<file path="src/hdl/fwst_pkg.sv">
// Shared types, constants and codes of the flit width converter.
`default_nettype none
package fwst_pkg;

  localparam int unsigned NumChannels    = 16;
  localparam int unsigned RatioFifoDepth = 4;
  localparam int unsigned MaxParts       = 16;

  // Flit kind codes
  localparam logic [2:0] KindHead     = 3'd0;
  localparam logic [2:0] KindBody     = 3'd1;
  localparam logic [2:0] KindTail     = 3'd2;
  localparam logic [2:0] KindHeadTail = 3'd3;
  localparam logic [2:0] KindCredit   = 3'd4;

  // Result error codes
  localparam logic [1:0] ErrOk      = 2'd0;
  localparam logic [1:0] ErrEmpty   = 2'd1;
  localparam logic [1:0] ErrFull    = 2'd2;
  localparam logic [1:0] ErrClamped = 2'd3;

  // Configuration register indexes
  localparam logic [1:0] RegEnable = 2'd0;
  localparam logic [1:0] RegCurW   = 2'd1;
  localparam logic [1:0] RegTgtW   = 2'd2;

  // Input item fields
  typedef struct packed {
    logic [7:0]  ratio_value;
    logic [11:0] message_bytes;
    logic [7:0]  flit_index;
    logic [3:0]  channel;
    logic [2:0]  flit_kind;
    logic        operation;
  } in_item_t;

  // One result item
  typedef struct packed {
    logic       last;
    logic [1:0] error_code;
    logic [7:0] notice_count;
    logic       notice_valid;
    logic [7:0] merged_count;
    logic [4:0] part_total;
    logic [3:0] part_number;
    logic [2:0] out_kind;
    logic [3:0] out_channel;
    logic       flit_valid;
  } out_item_t;

  // Controller to datapath commands
  typedef struct packed {
    logic load;     // capture input item and read channel state
    logic prep;     // compute quotient setup
    logic div_step; // one divider iteration
    logic finish;   // decide result, write back state
    logic emit;     // present part; advance on take
  } dp_cmd_t;

  // Datapath to controller status
  typedef struct packed {
    logic div_done;
    logic last_part;
  } dp_sts_t;

endpackage
`default_nettype wire

</file>
<file path="src/hdl/flit_width_serdes_tracker_top.sv">
// Top level of the per virtual channel flit width converter.
// An item passes through a setup step, 17 bit-serial divide steps by the target width
// and a done check, a decision step, its result parts and a return to idle before
// the next item is taken; a stalled result holds the block until it is taken.
// The block handles one item at a time; configuration is taken any cycle and
// should be written only while no item is in flight.
`default_nettype none
module flit_width_serdes_tracker_top #(
  parameter int unsigned NumChannels    = fwst_pkg::NumChannels,
  parameter int unsigned RatioFifoDepth = fwst_pkg::RatioFifoDepth,
  parameter int unsigned MaxParts       = fwst_pkg::MaxParts
) (
  input  wire logic        clk_i,
  input  wire logic        rst_ni,
  input  wire logic        s_axis_tvalid,
  output logic             s_axis_tready,
  // operation, flit_kind, channel, flit_index, message_bytes, ratio_value
  input  wire logic [39:0] s_axis_tdata,
  output logic             m_axis_tvalid,
  input  wire logic        m_axis_tready,
  // flit_valid, out_channel, out_kind, part_number, part_total, merged_count,
  // notice_valid, notice_count, error_code
  output logic [39:0]      m_axis_tdata,
  output logic             m_axis_tlast,
  input  wire logic        cfg_valid_i,
  output logic             cfg_ready_o,
  input  wire logic [1:0]  cfg_index_i,
  input  wire logic [8:0]  cfg_data_i
);

  fwst_pkg::dp_cmd_t   cmd;
  fwst_pkg::dp_sts_t   sts;
  fwst_pkg::out_item_t res;
  fwst_pkg::in_item_t  item;
  logic       en_q;
  logic [8:0] cw_q, tw_q;
  logic       in_fire;

  assign item    = fwst_pkg::in_item_t'(s_axis_tdata[35:0]);
  assign in_fire = s_axis_tvalid && s_axis_tready;

  // Configuration registers
  assign cfg_ready_o = 1'b1;
  always_ff @(posedge clk_i or negedge rst_ni) begin
    if (!rst_ni) begin
      en_q <= 1'b1; cw_q <= 9'd16; tw_q <= 9'd32;
    end else if (cfg_valid_i) begin
      case (cfg_index_i)
        fwst_pkg::RegEnable: en_q <= cfg_data_i[0];
        fwst_pkg::RegCurW:   cw_q <= cfg_data_i;
        fwst_pkg::RegTgtW:   tw_q <= cfg_data_i;
        default: ;
      endcase
    end
  end

  fwst_ctrl u_ctrl (
    .clk_i, .rst_ni, .in_fire_i(in_fire), .out_ready_i(m_axis_tready),
    .sts_i(sts), .cmd_o(cmd), .in_ready_o(s_axis_tready), .out_valid_o(m_axis_tvalid)
  );

  fwst_dp #(
    .NumChannels(NumChannels), .RatioFifoDepth(RatioFifoDepth), .MaxParts(MaxParts)
  ) u_dp (
    .clk_i, .rst_ni, .cmd_i(cmd), .item_i(item), .en_i(en_q),
    .cur_w_i(cw_q), .tgt_w_i(tw_q), .sts_o(sts), .res_o(res)
  );

  assign m_axis_tdata = {4'd0, res[35:0]};
  assign m_axis_tlast = res.last;

endmodule
`default_nettype wire

</file>
<file path="src/hdl/fwst_ctrl.sv">
// Controller state machine sequencing the converter datapath.
`default_nettype none
module fwst_ctrl (
  input  wire logic               clk_i,
  input  wire logic               rst_ni,
  input  wire logic               in_fire_i,
  input  wire logic               out_ready_i,
  input  wire fwst_pkg::dp_sts_t  sts_i,
  output fwst_pkg::dp_cmd_t       cmd_o,
  output logic                    in_ready_o,
  output logic                    out_valid_o
);

  typedef enum logic [4:0] {
    StIdle = 5'b00001,
    StPrep = 5'b00010,
    StDiv  = 5'b00100,
    StFin  = 5'b01000,
    StEmit = 5'b10000
  } state_e;

  state_e state_q, state_d;

  // Next state
  always_comb begin
    state_d = state_q;
    case (state_q)
      StIdle: if (in_fire_i) state_d = StPrep;
      StPrep: state_d = StDiv;
      StDiv:  if (sts_i.div_done) state_d = StFin;
      StFin:  state_d = StEmit;
      StEmit: if (out_ready_i && sts_i.last_part) state_d = StIdle;
      default: state_d = StIdle;
    endcase
  end

  always_ff @(posedge clk_i or negedge rst_ni) begin
    if (!rst_ni) state_q <= StIdle;
    else         state_q <= state_d;
  end

  assign in_ready_o    = (state_q == StIdle);
  assign out_valid_o   = (state_q == StEmit);
  assign cmd_o.load     = in_fire_i;
  assign cmd_o.prep     = (state_q == StPrep);
  assign cmd_o.div_step = (state_q == StDiv);
  assign cmd_o.finish   = (state_q == StFin);
  assign cmd_o.emit     = (state_q == StEmit) && out_ready_i;

endmodule
`default_nettype wire

</file>
<file path="src/hdl/fwst_dp.sv">
// Datapath: channel tallies, ratio queues, bit-serial divider, part emitter.
`default_nettype none
module fwst_dp #(
  parameter int unsigned NumChannels    = fwst_pkg::NumChannels,
  parameter int unsigned RatioFifoDepth = fwst_pkg::RatioFifoDepth,
  parameter int unsigned MaxParts       = fwst_pkg::MaxParts
) (
  input  wire logic               clk_i,
  input  wire logic               rst_ni,
  input  wire fwst_pkg::dp_cmd_t  cmd_i,
  input  wire fwst_pkg::in_item_t item_i,
  input  wire logic               en_i,
  input  wire logic [8:0]         cur_w_i,
  input  wire logic [8:0]         tgt_w_i,
  output fwst_pkg::dp_sts_t       sts_o,
  output fwst_pkg::out_item_t     res_o
);

  localparam int unsigned ChW   = (NumChannels > 1) ? $clog2(NumChannels) : 1;
  localparam int unsigned PtrW  = (RatioFifoDepth > 1) ? $clog2(RatioFifoDepth) : 1;
  localparam int unsigned CntW  = $clog2(RatioFifoDepth + 1);
  localparam int unsigned AddrW = (NumChannels * RatioFifoDepth > 1) ?
                                  $clog2(NumChannels * RatioFifoDepth) : 1;
  localparam int unsigned Limit = (MaxParts < 16) ? MaxParts : 16;
  localparam int unsigned DivW  = 17;  // dividend width: up to 256*511

  // Per channel state; valid reset via flip-flops (small depth)
  logic [11:0]     bytes_q   [NumChannels];
  logic [7:0]      flits_q   [NumChannels];
  logic [7:0]      credits_q [NumChannels];
  logic [CntW-1:0] fcnt_q    [NumChannels];
  logic [PtrW-1:0] fhead_q   [NumChannels];
  logic [7:0]      fifo_mem  [NumChannels*RatioFifoDepth];

  // Captured item
  fwst_pkg::in_item_t it_q;
  logic [ChW-1:0]  ch_q;
  logic [11:0]     bs_q;
  logic [7:0]      fc_q;
  logic [7:0]      cg_q;
  logic [CntW-1:0] cnt_q;
  logic [PtrW-1:0] head_q;
  logic [7:0]      front_q;
  logic [8:0]      cw_q, tw_q;

  // Divider
  logic [DivW-1:0] num_q, quo_q;
  logic [DivW:0]   rem_q;
  logic [4:0]      dcnt_q;

  // Result
  fwst_pkg::out_item_t base_q;
  logic [4:0] total_q;
  logic [3:0] pn_q;

  logic [ChW-1:0]   ch_in;
  logic [8:0]       have;
  logic [DivW:0]    rem_sh;
  logic             tail;
  logic [AddrW-1:0] rd_addr, wr_addr;

  assign ch_in = ChW'(32'(item_i.channel) % NumChannels);
  assign tail  = (it_q.flit_kind == fwst_pkg::KindTail) ||
                 (it_q.flit_kind == fwst_pkg::KindHeadTail);
  assign have  = {1'b0, it_q.flit_index} + 9'd1;
  assign rem_sh = {rem_q[DivW-1:0], num_q[DivW-1]};

  // Queue addresses: front entry of the incoming channel, free slot of the held one
  assign rd_addr = AddrW'(32'(ch_in) * RatioFifoDepth + 32'(fhead_q[ch_in]));
  assign wr_addr = AddrW'(32'(ch_q) * RatioFifoDepth +
                          (32'(head_q) + 32'(cnt_q)) % RatioFifoDepth);

  // Capture item and read channel state
  always_ff @(posedge clk_i) begin
    if (cmd_i.load) begin
      it_q    <= item_i;
      ch_q    <= ch_in;
      bs_q    <= bytes_q[ch_in];
      fc_q    <= flits_q[ch_in];
      cg_q    <= credits_q[ch_in];
      cnt_q   <= fcnt_q[ch_in];
      head_q  <= fhead_q[ch_in];
      front_q <= fifo_mem[rd_addr];
      cw_q    <= (cur_w_i == 9'd0) ? 9'd1 : cur_w_i;
      tw_q    <= (tgt_w_i == 9'd0) ? 9'd1 : tgt_w_i;
    end
  end

  // Dividend setup and restoring division, one bit per cycle
  logic [DivW-1:0] total_b;
  logic [DivW-1:0] avail;
  always_comb begin
    total_b = DivW'(have) * DivW'(cw_q);
    if (tail) begin
      avail = (it_q.message_bytes > bs_q) ? DivW'(it_q.message_bytes - bs_q) : '0;
      avail = (avail == '0) ? '0 : avail + DivW'(tw_q) - DivW'(1);
    end else begin
      avail = (total_b > DivW'(bs_q)) ? total_b - DivW'(bs_q) : '0;
    end
  end

  always_ff @(posedge clk_i) begin
    if (cmd_i.prep) begin
      num_q  <= avail;
      quo_q  <= '0;
      rem_q  <= '0;
      dcnt_q <= 5'(DivW);
    end else if (cmd_i.div_step && dcnt_q != 5'd0) begin
      num_q  <= num_q << 1;
      dcnt_q <= dcnt_q - 5'd1;
      if (rem_sh >= (DivW+1)'(tw_q)) begin
        rem_q <= rem_sh - (DivW+1)'(tw_q);
        quo_q <= {quo_q[DivW-2:0], 1'b1};
      end else begin
        rem_q <= rem_sh;
        quo_q <= {quo_q[DivW-2:0], 1'b0};
      end
    end
  end
  assign sts_o.div_done = (dcnt_q == 5'd0);

  // Decision logic evaluated in finish step
  fwst_pkg::out_item_t r;
  logic [4:0]  parts;
  logic        wr_bytes, wr_flits, wr_cred, push, pop;
  logic [11:0] nb;
  logic [7:0]  nf, ncg, merged;
  logic [8:0]  mdiff;
  logic [1:0]  err;
  logic [12:0] nbs;
  logic [8:0]  nfs;
  logic [DivW-1:0] q;
  always_comb begin
    r = '0;
    r.out_channel = it_q.channel;
    r.last = 1'b1;
    parts = 5'd1;
    wr_bytes = 1'b0; wr_flits = 1'b0; wr_cred = 1'b0; push = 1'b0; pop = 1'b0;
    nb = '0; nf = '0; ncg = '0; err = fwst_pkg::ErrOk; merged = '0;
    nbs = '0; nfs = '0;
    mdiff = have - {1'b0, fc_q};
    q = quo_q;
    if (it_q.operation) begin
      push = (32'(cnt_q) < RatioFifoDepth);
      r.error_code = push ? fwst_pkg::ErrOk : fwst_pkg::ErrFull;
    end else if (it_q.flit_kind > fwst_pkg::KindCredit) begin
      // ignored kind
    end else if (!en_i || cw_q == tw_q) begin
      r.flit_valid = 1'b1; r.out_kind = it_q.flit_kind;
      r.part_total = 5'd1; r.merged_count = 8'd1;
    end else if (tw_q > cw_q) begin
      if (it_q.flit_kind == fwst_pkg::KindCredit) begin
        wr_cred = 1'b1; ncg = cg_q + 8'd1;
        if (cnt_q == '0) r.error_code = fwst_pkg::ErrEmpty;
        else if (ncg == front_q) begin
          pop = 1'b1; ncg = '0;
          r.flit_valid = 1'b1; r.out_kind = fwst_pkg::KindCredit;
          r.part_total = 5'd1; r.merged_count = front_q;
        end
      end else begin
        // flits merged since the last outgoing flit, saturated at 255
        if (have > {1'b0, fc_q}) merged = mdiff[8] ? 8'd255 : mdiff[7:0];
        if (tail) begin
          wr_bytes = 1'b1; wr_flits = 1'b1;
        end else if (q != '0) begin
          wr_bytes = 1'b1; wr_flits = 1'b1;
          nbs = {1'b0, bs_q} + {4'd0, tw_q};
          nb  = nbs[12] ? 12'd4095 : nbs[11:0];
          nf  = have[8] ? 8'd255 : have[7:0];
        end
        if (q > DivW'(1)) err = fwst_pkg::ErrClamped;
        r.error_code = err;
        if (q != '0) begin
          r.flit_valid = 1'b1; r.out_kind = it_q.flit_kind; r.part_total = 5'd1;
          r.merged_count = merged; r.notice_valid = 1'b1; r.notice_count = merged;
        end
      end
    end else begin
      if (it_q.flit_kind == fwst_pkg::KindCredit) begin
        if (cnt_q == '0) begin
          err = fwst_pkg::ErrEmpty; q = '0;
        end else begin
          q = DivW'(front_q); pop = 1'b1;
        end
      end else if (tail) begin
        wr_bytes = 1'b1; wr_flits = 1'b1;
      end
      if (q > DivW'(Limit)) begin
        parts = 5'(Limit); err = fwst_pkg::ErrClamped;
      end else begin
        parts = 5'(q);
      end
      if (it_q.flit_kind != fwst_pkg::KindCredit && !tail && parts != 5'd0) begin
        wr_bytes = 1'b1; wr_flits = 1'b1;
        nbs = {1'b0, bs_q} + 13'(parts) * 13'(tw_q);
        nfs = {1'b0, fc_q} + {4'd0, parts};
        nb  = (nbs > 13'd4095) ? 12'd4095 : nbs[11:0];
        nf  = nfs[8] ? 8'd255 : nfs[7:0];
      end
      r.error_code = err;
      if (parts != 5'd0) begin
        r.flit_valid = 1'b1; r.out_kind = it_q.flit_kind;
        r.part_total = parts; r.merged_count = 8'd1;
        r.notice_valid = (it_q.flit_kind != fwst_pkg::KindCredit);
        r.notice_count = r.notice_valid ? 8'(parts) : 8'd0;
      end else begin
        parts = 5'd1;
      end
    end
  end

  // State write back
  always_ff @(posedge clk_i or negedge rst_ni) begin
    if (!rst_ni) begin
      for (int i = 0; i < NumChannels; i++) begin
        bytes_q[i] <= '0; flits_q[i] <= '0; credits_q[i] <= '0;
        fcnt_q[i] <= '0; fhead_q[i] <= '0;
      end
    end else if (cmd_i.finish) begin
      if (wr_bytes) bytes_q[ch_q] <= nb;
      if (wr_flits) flits_q[ch_q] <= nf;
      if (wr_cred)  credits_q[ch_q] <= ncg;
      if (push) fcnt_q[ch_q] <= cnt_q + CntW'(1);
      if (pop) begin
        fcnt_q[ch_q]  <= cnt_q - CntW'(1);
        fhead_q[ch_q] <= PtrW'((32'(head_q) + 1) % RatioFifoDepth);
      end
    end
  end

  // Ratio queue storage
  always_ff @(posedge clk_i) begin
    if (cmd_i.finish && push)
      fifo_mem[wr_addr] <= (it_q.ratio_value == 8'd0) ? 8'd1 : it_q.ratio_value;
  end

  // Part emitter
  always_ff @(posedge clk_i) begin
    if (cmd_i.finish) begin
      base_q  <= r;
      total_q <= parts;
      pn_q    <= '0;
    end else if (cmd_i.emit) begin
      pn_q <= pn_q + 4'd1;
    end
  end

  logic fin;
  assign fin = ({1'b0, pn_q} + 5'd1 == total_q);
  assign sts_o.last_part = fin;
  always_comb begin
    res_o = base_q;
    if (base_q.flit_valid) res_o.part_number = pn_q;
    res_o.last = fin;
    if (!fin) begin
      res_o.notice_valid = 1'b0;
      res_o.notice_count = '0;
    end
  end

endmodule
`default_nettype wire

</file>
<file path="config.mk">
export PLATFORM = sky130hd
export DESIGN_NAME = flit_width_serdes_tracker_top
export DESIGN_NICKNAME = d
export VERILOG_FILES = /design/src/hdl/fwst_pkg.sv /design/src/hdl/flit_width_serdes_tracker_top.sv /design/src/hdl/fwst_ctrl.sv /design/src/hdl/fwst_dp.sv
export SDC_FILE = /design/constraint.sdc
export NUM_CORES = 2
export LEC_CHECK = 0
export ABC_AREA = 1
export BUFFER_PORTS_ARGS = -buffer_cell sky130_fd_sc_hd__buf_2
export CAP_MARGIN = 20
export CORE_MARGIN = 2
export CORE_UTILIZATION = 55
export CTS_CLUSTER_DIAMETER = 100
export CTS_CLUSTER_SIZE = 20
export DETAILED_ROUTE_END_ITERATION = 10
export PLACE_DENSITY_LB_ADDON = 0.25
export SYNTH_ARGS = -nofsm -noshare
export SYNTH_HDL_FRONTEND = slang
export SYNTH_SLANG_ARGS = --single-unit
</file>
<file path="constraint.sdc">
create_clock -name clk_i -period 5.6 [get_ports clk_i]
set_input_delay 0.28 -clock clk_i [delete_from_list [all_inputs] [get_ports clk_i]]
set_output_delay 0.28 -clock clk_i [all_outputs]
set_load 0.1 [all_outputs]
</file>
After elaboration in Yosys (flattened, before gate mapping). Memory sizes are Yosys's and may differ from the RTL's. A register that Yosys moved wholly into a read port is not among the register bits. Index checks and enable logic that the tools add are counted.

Register bits: 736. Bits in writable memories: 512. Input port bits: 56. Logic and storage cells: 345. Memories: 1.

Add/sub/neg operators: 20. $mul: 2. Magnitude comparators: 13. Eq/ne operators: 17. Mux-type cells: 143. Bitwise operators: 3. Reductions and logical operators: 33.

Memories: u_dp.fifo_mem (depth 64, width 8, read ports 1, clocked after memory_dff 1, write ports 1, RTL line fwst_dp.sv:33) `logic [7:0] fifo_mem [NumChannels*RatioFifoDepth];`.

Operator list (number): bitwise mux 128 bit (2); 2-to-1 mux 8 bit (26); 2-to-1 mux 17 bit (12); bitwise mux 192 bit (1); 2-to-1 mux 12 bit (13); 2-to-1 mux 48 bit (3); bitwise mux 48 bit (2); binary-select mux 8 bit (select 4 bit) (2); 2-to-1 mux 13 bit (4); binary-select mux 12 bit (select 4 bit) (1); demux 12 bit (select 4 bit) (1); 2-to-1 mux 24 bit (2); 2-to-1 mux 5 bit (9); 2-to-1 mux 22 bit (2); 2-to-1 mux 1 bit (34); bitwise mux 32 bit (1); demux 8 bit (select 4 bit) (1); 2-to-1 mux 3 bit (10); case mux 5 bit (5 select lines) (1); greater-or-equal comparator 18 x 9 -> 1 bit (1); logical NOT 9 bit (2); 2-to-1 mux 9 bit (2); adder 17 x 9 -> 17 bit (1); > comparator 17 x 1 -> 1 bit (second input constant) (1); 70 further kinds (97).

Logic depth before layout (Yosys ltp).
Depth in word-level cells: 23. Gate-level depth with buffers: 39.

Cells and area by module. Synthesis repeated with hierarchy kept, for this count alone.

Cells, all modules: 7548. Area total of the unflattened synthesis: 67228.2 sq um.

Modules (own cells, without submodules): fwst_dp (instances 1, cells an instance 7410, area an instance 66054.6 sq um); flit_width_serdes_tracker_top (instances 1, cells an instance 95, area an instance 872.1 sq um); fwst_ctrl (instances 1, cells an instance 43, area an instance 301.5 sq um).

Worst setup path before layout. Ideal clock, no wire load.

Path kind: reg2reg. Start: reg u_ctrl.state_q[0]. End: reg u_dp.bs_q[0] (enable). Setup time: 550 ps. Arrival time: 8080 ps. Data required time: 5050 ps. Path slack: -3030 ps. Stages on the path, launching flop included: 5. Path buffers: 0. Period minus slack after synthesis: 8630 ps. Cell sequence: dfstp_2 -> inv_1 -> nor4_1 -> inv_1 -> nor2_1.

RTL lines: from (decl) (RTL line fwst_ctrl.sv:22) `state_e state_q, state_d;`; from (signal assigned) (RTL line fwst_ctrl.sv:38) `if (!rst_ni) state_q <= StIdle;`; from (signal assigned) (RTL line fwst_ctrl.sv:39) `else state_q <= state_d;`; to (signal assigned) (RTL line fwst_dp.sv:78) `bs_q <= bytes_q[ch_in];`; to (decl) (RTL line fwst_dp.sv:38) `logic [11:0] bs_q;`.

Final worst setup path.
Start: reg u_dp.it_q[9] in the netlist's numbering. End: reg u_dp.num_q[9] (data pin).

Longest elaborated chain between the ends: 6. Elaborated cells between the ends (all ways): 7.

Ends and longest elaborated chain: from (decl) (RTL line fwst_dp.sv:36) `fwst_pkg::in_item_t it_q;`; from (signal assigned) (RTL line fwst_dp.sv:76) `it_q <= item_i;`; adder 8 x 1 -> 9 bit * (RTL line fwst_dp.sv:65) `assign have = {1'b0, it_q.flit_index} + 9'd1;`; multiplier 9 x 9 -> 17 bit * (RTL line fwst_dp.sv:93) `total_b = DivW'(have) * DivW'(cw_q);`; subtractor 17 x 12 -> 17 bit / > comparator 17 x 12 -> 1 bit (equally long branches) (RTL line fwst_dp.sv:98) `avail = (total_b > DivW'(bs_q)) ? total_b - DivW'(bs_q) : '0;`; 2-to-1 mux 17 bit * (RTL line fwst_dp.sv:98); 2-to-1 mux 17 bit * (RTL line fwst_dp.sv:94) `if (tail) begin`; 2-to-1 mux 17 bit * (RTL line fwst_dp.sv:103) `if (cmd_i.prep) begin`; to (signal assigned) (RTL line fwst_dp.sv:104) `num_q <= avail;`; to (signal assigned) (RTL line fwst_dp.sv:109) `num_q <= num_q << 1;`; to (decl) (RTL line fwst_dp.sv:47) `logic [DivW-1:0] num_q, quo_q;`.

Mark *: on every way between the ends. The rest lies on a longest branch, timed or not. A chain may end at the register's enable or synchronous reset.

==> metrics.yaml <==
crit_path_end_kind: "register"
antenna_found_initial: 2
status: "complete, but fails checks"
layout_setup_ws_ns: -0.331
cp_num_buf_inv: 7
synth.area.mux_share_pct: 0
grt_pass1_vias: 52300
synth.top_cells.by_count: "2178 x nand2_1, 918 x nand3_1, 784 x inv_1"
worst_pin_slew_ns: 1.20
path_max_fanout: 5
critPathMaxStageDelay_ns: 0.56
die_area_mm2: 0.124
diodes: 0
netlist.top_cell.by_area: "edfxtp_1"
synth.distinct_cells: 57
place_ws_ns: -0.557
syn_inst: 7789
drc: 0
cp_data_required_time_ns: 6.06
grt_usage_pct: 31.2
r2r_slack_ns: -0.33
holdPathEnd: "u_dp.it_q[5]$_DFFE_PP_"
avgRoutedWirePerCell_um: 21.1
first_pass_iters: 7
slew_viol_final: 0
grt_max_degree: 179
hpwlAfterDp_mm: 123
layout.nets: 8119
synth_edf_count: 661
htree_levels: 3
yosys.area_share.simple_pct: 25.9
synth_top_family_by_area: "simple AND/OR/NAND/NOR gates"
synth_seq_cells: 1256
fp-row-count: 127
worstPathArrival_ns: 6.39
drive_above_1_share_pct: 11.2
path_clk_slew_ns: 0.09
grt_pass1_wl_mm: 304
avgSynthCellArea_um2: 8.57
dieWidth_um: 352
clock_skew_ns: 0.0395
max_freq_mhz: 169
max-slew-margin-rel_pct: 20.1
synth_area_leaders: "edfxtp_1 30%, dfrtp_1 21%, nand2_1 12%"
synth_compound_area_share_pct: 8.24
whs_path_depth: 1
r2r_cells: 35
finish.utilization_pct: 61.6
synthFlopType: "edfxtp_1"
violations: "negative setup slack"
crit_type: "reg2reg"
place_area_mm2: 0.0695
yosysMostFrequentCell: "nand2_1"
insertion_delay_ns: 0.73
die_h_um: 352
fill_cells: 10100
cts.sinks: 1256
rsz0062_at_grt: "yes"
min_from: "s_axis_tdata[5]"
worstHoldPathType: "in2reg"
core_mm2: 0.120
num_io_pins: 100
async_flop_share_pct: 43.9
ctsRootBufferMaster: "clkbuf_16"
drt_iter0_markers: 7614
ys_seq_area_share_pct: 51.7
drv_cap: 0
synth_fa_ha_area_share_pct: 5.43
overflow: 0
r2r_end: "u_dp.num_q[9]$_DFFE_PP_"
multi_input_area_mm2: 0.0288
finalCritPeriodShare_pct: 106
synth_xor_xnor_area_share_pct: 0.905
synth.top_cell.area_share_pct: 29.7
cp-start-kind: "register"
crit_slowest_cell: "fa_2"
regToRegStartpoint: "u_dp.it_q[9]$_DFFE_PP_"
gp_congestion: 0.965
area_delta_synth_final_pct: 10.9
wirelength_mm: 200
cts_buffer_depth: 3
cts_buffers: 73
ant_nets: 0
setup_violations: 41
design_area_mm2: 0.0740
min_period_ns: 5.93
port_buffers: 90
ys_warn_count: 0
seqCellArea_mm2: 0.0345
viasPerCell: 5.88
synth_area_mm2: 0.0668
crit_family: "adder cells"
num_vias: 55700
initial_utilization_pct: 55.6
cts_tree: "done"
hold_violations: 0
==> state kept, by name, summed over array words and instances (netlist names), 9 cells and up, named ones only <==
name / flops
cw_q: 9
tw_q: 9
u_dp.base_q: 9
u_dp.bs_q: 12
u_dp.bytes_q: 192
u_dp.credits_q: 128
u_dp.cw_q: 9
u_dp.fcnt_q: 32
u_dp.fhead_q: 32
u_dp.fifo_mem: 512
u_dp.flits_q: 128
u_dp.it_q: 36
u_dp.num_q: 17
u_dp.quo_q: 17
u_dp.rem_q: 17
u_dp.res_o: 23
u_dp.tw_q: 9
==> cell usage in the layout (no fill, tap or decap), types with 36 or more instances in the layout <==
master         Yosys  final
o221ai_1          73     73
buf_2            151     86
nand2_1         2178   2135
dlygate4sd3_1      0     47
o211ai_1          36     36
dfrtp_1          548    548
ha_1             149    133
buf_4             52    233
nand3b_1         213    213
inv_2             17     37
o21ai_0          557    537
a21oi_1          156    143
inv_1            784    762
nor2_2             8     42
nor2_1           531    488
fa_1              88     84
dfxtp_1           43     43
nand3_2            5    152
clkbuf_16          0     80
o22ai_1           49     49
xor2_1            43     41
edfxtp_1         661    661
nand3_1          918    762
==> stage by stage <==
stage	setup TNS (ns)	hold WS [ns]	cells
floorplan	-0.999	-0.0156	7792
global placement	-9.65	0.410	9274
detailed placement	-31.90	0.412	9276
CTS	-4.78	0.107	9450
global route	-39.90	0.133	9479
finish	-5.29	0.163	9479
==> how the worst max path moves through the flow <==
stage,from,to,cells after the start
floorplan,u_dp.it_q[8]$_DFFE_PP_,u_dp.num_q[4]$_DFFE_PP_,35
global route,u_dp.it_q[9]$_DFFE_PP_,u_dp.num_q[10]$_DFFE_PP_,33
detailed placement,u_dp.it_q[8]$_DFFE_PP_,u_dp.num_q[1]$_DFFE_PP_,31
CTS,u_dp.it_q[8]$_DFFE_PP_,u_dp.num_q[9]$_DFFE_PP_,35
finish,u_dp.it_q[9]$_DFFE_PP_,u_dp.num_q[9]$_DFFE_PP_,35
global placement,u_dp.it_q[9]$_DFFE_PP_,u_dp.num_q[3]$_DFFE_PP_,34
==> routing by layer <==
metal	vias up	share of wire (%)	global-route usage (%)	wire, um
met4	2	3.9	11.1	7740
met1	26700	40	43.5	81100
li1	25700	-	-	-
met5	-	0.0065	0	13
met2	2867	46	48.8	91700
met3	467	9.9	5.89	19800
==> cell families (layout without fill, tap and decap cells) <==
kind of cell	Yosys count	count (layout)
compound gates	970	970
flops	1256	1256
xor+xnor	69	69
fa+ha+maj	237	237
simple gates	3974	3980
buf+inv	1281	1350
other cells	2	5
==> layout make-up <==
class / count / share of cell area [%]
Clock buffer: 104 / 2.63
Clock inverter: 12 / 0.199
Inverter: 822 / 4.20
Multi-Input combinational cell: 5261 / 38.9
Sequential cell: 1256 / 46.7
Tap cell: 1612 / 2.73
Timing Repair Buffer: 412 / 4.69
==> repair_timing <==
action                                  CTS  global route
hold buffers                             47             0
hold endpoints to repair                166             0
cloned                                    1            12
buffers inserted                         10            18
pin swaps                                30           167
endpoints found under the setup margin  209           209
gates resized for setup                  57           310
Power is left out: the tool's default activity adds up to more than one toggle a clock period on the data nets, which glitch-free logic cannot reach.
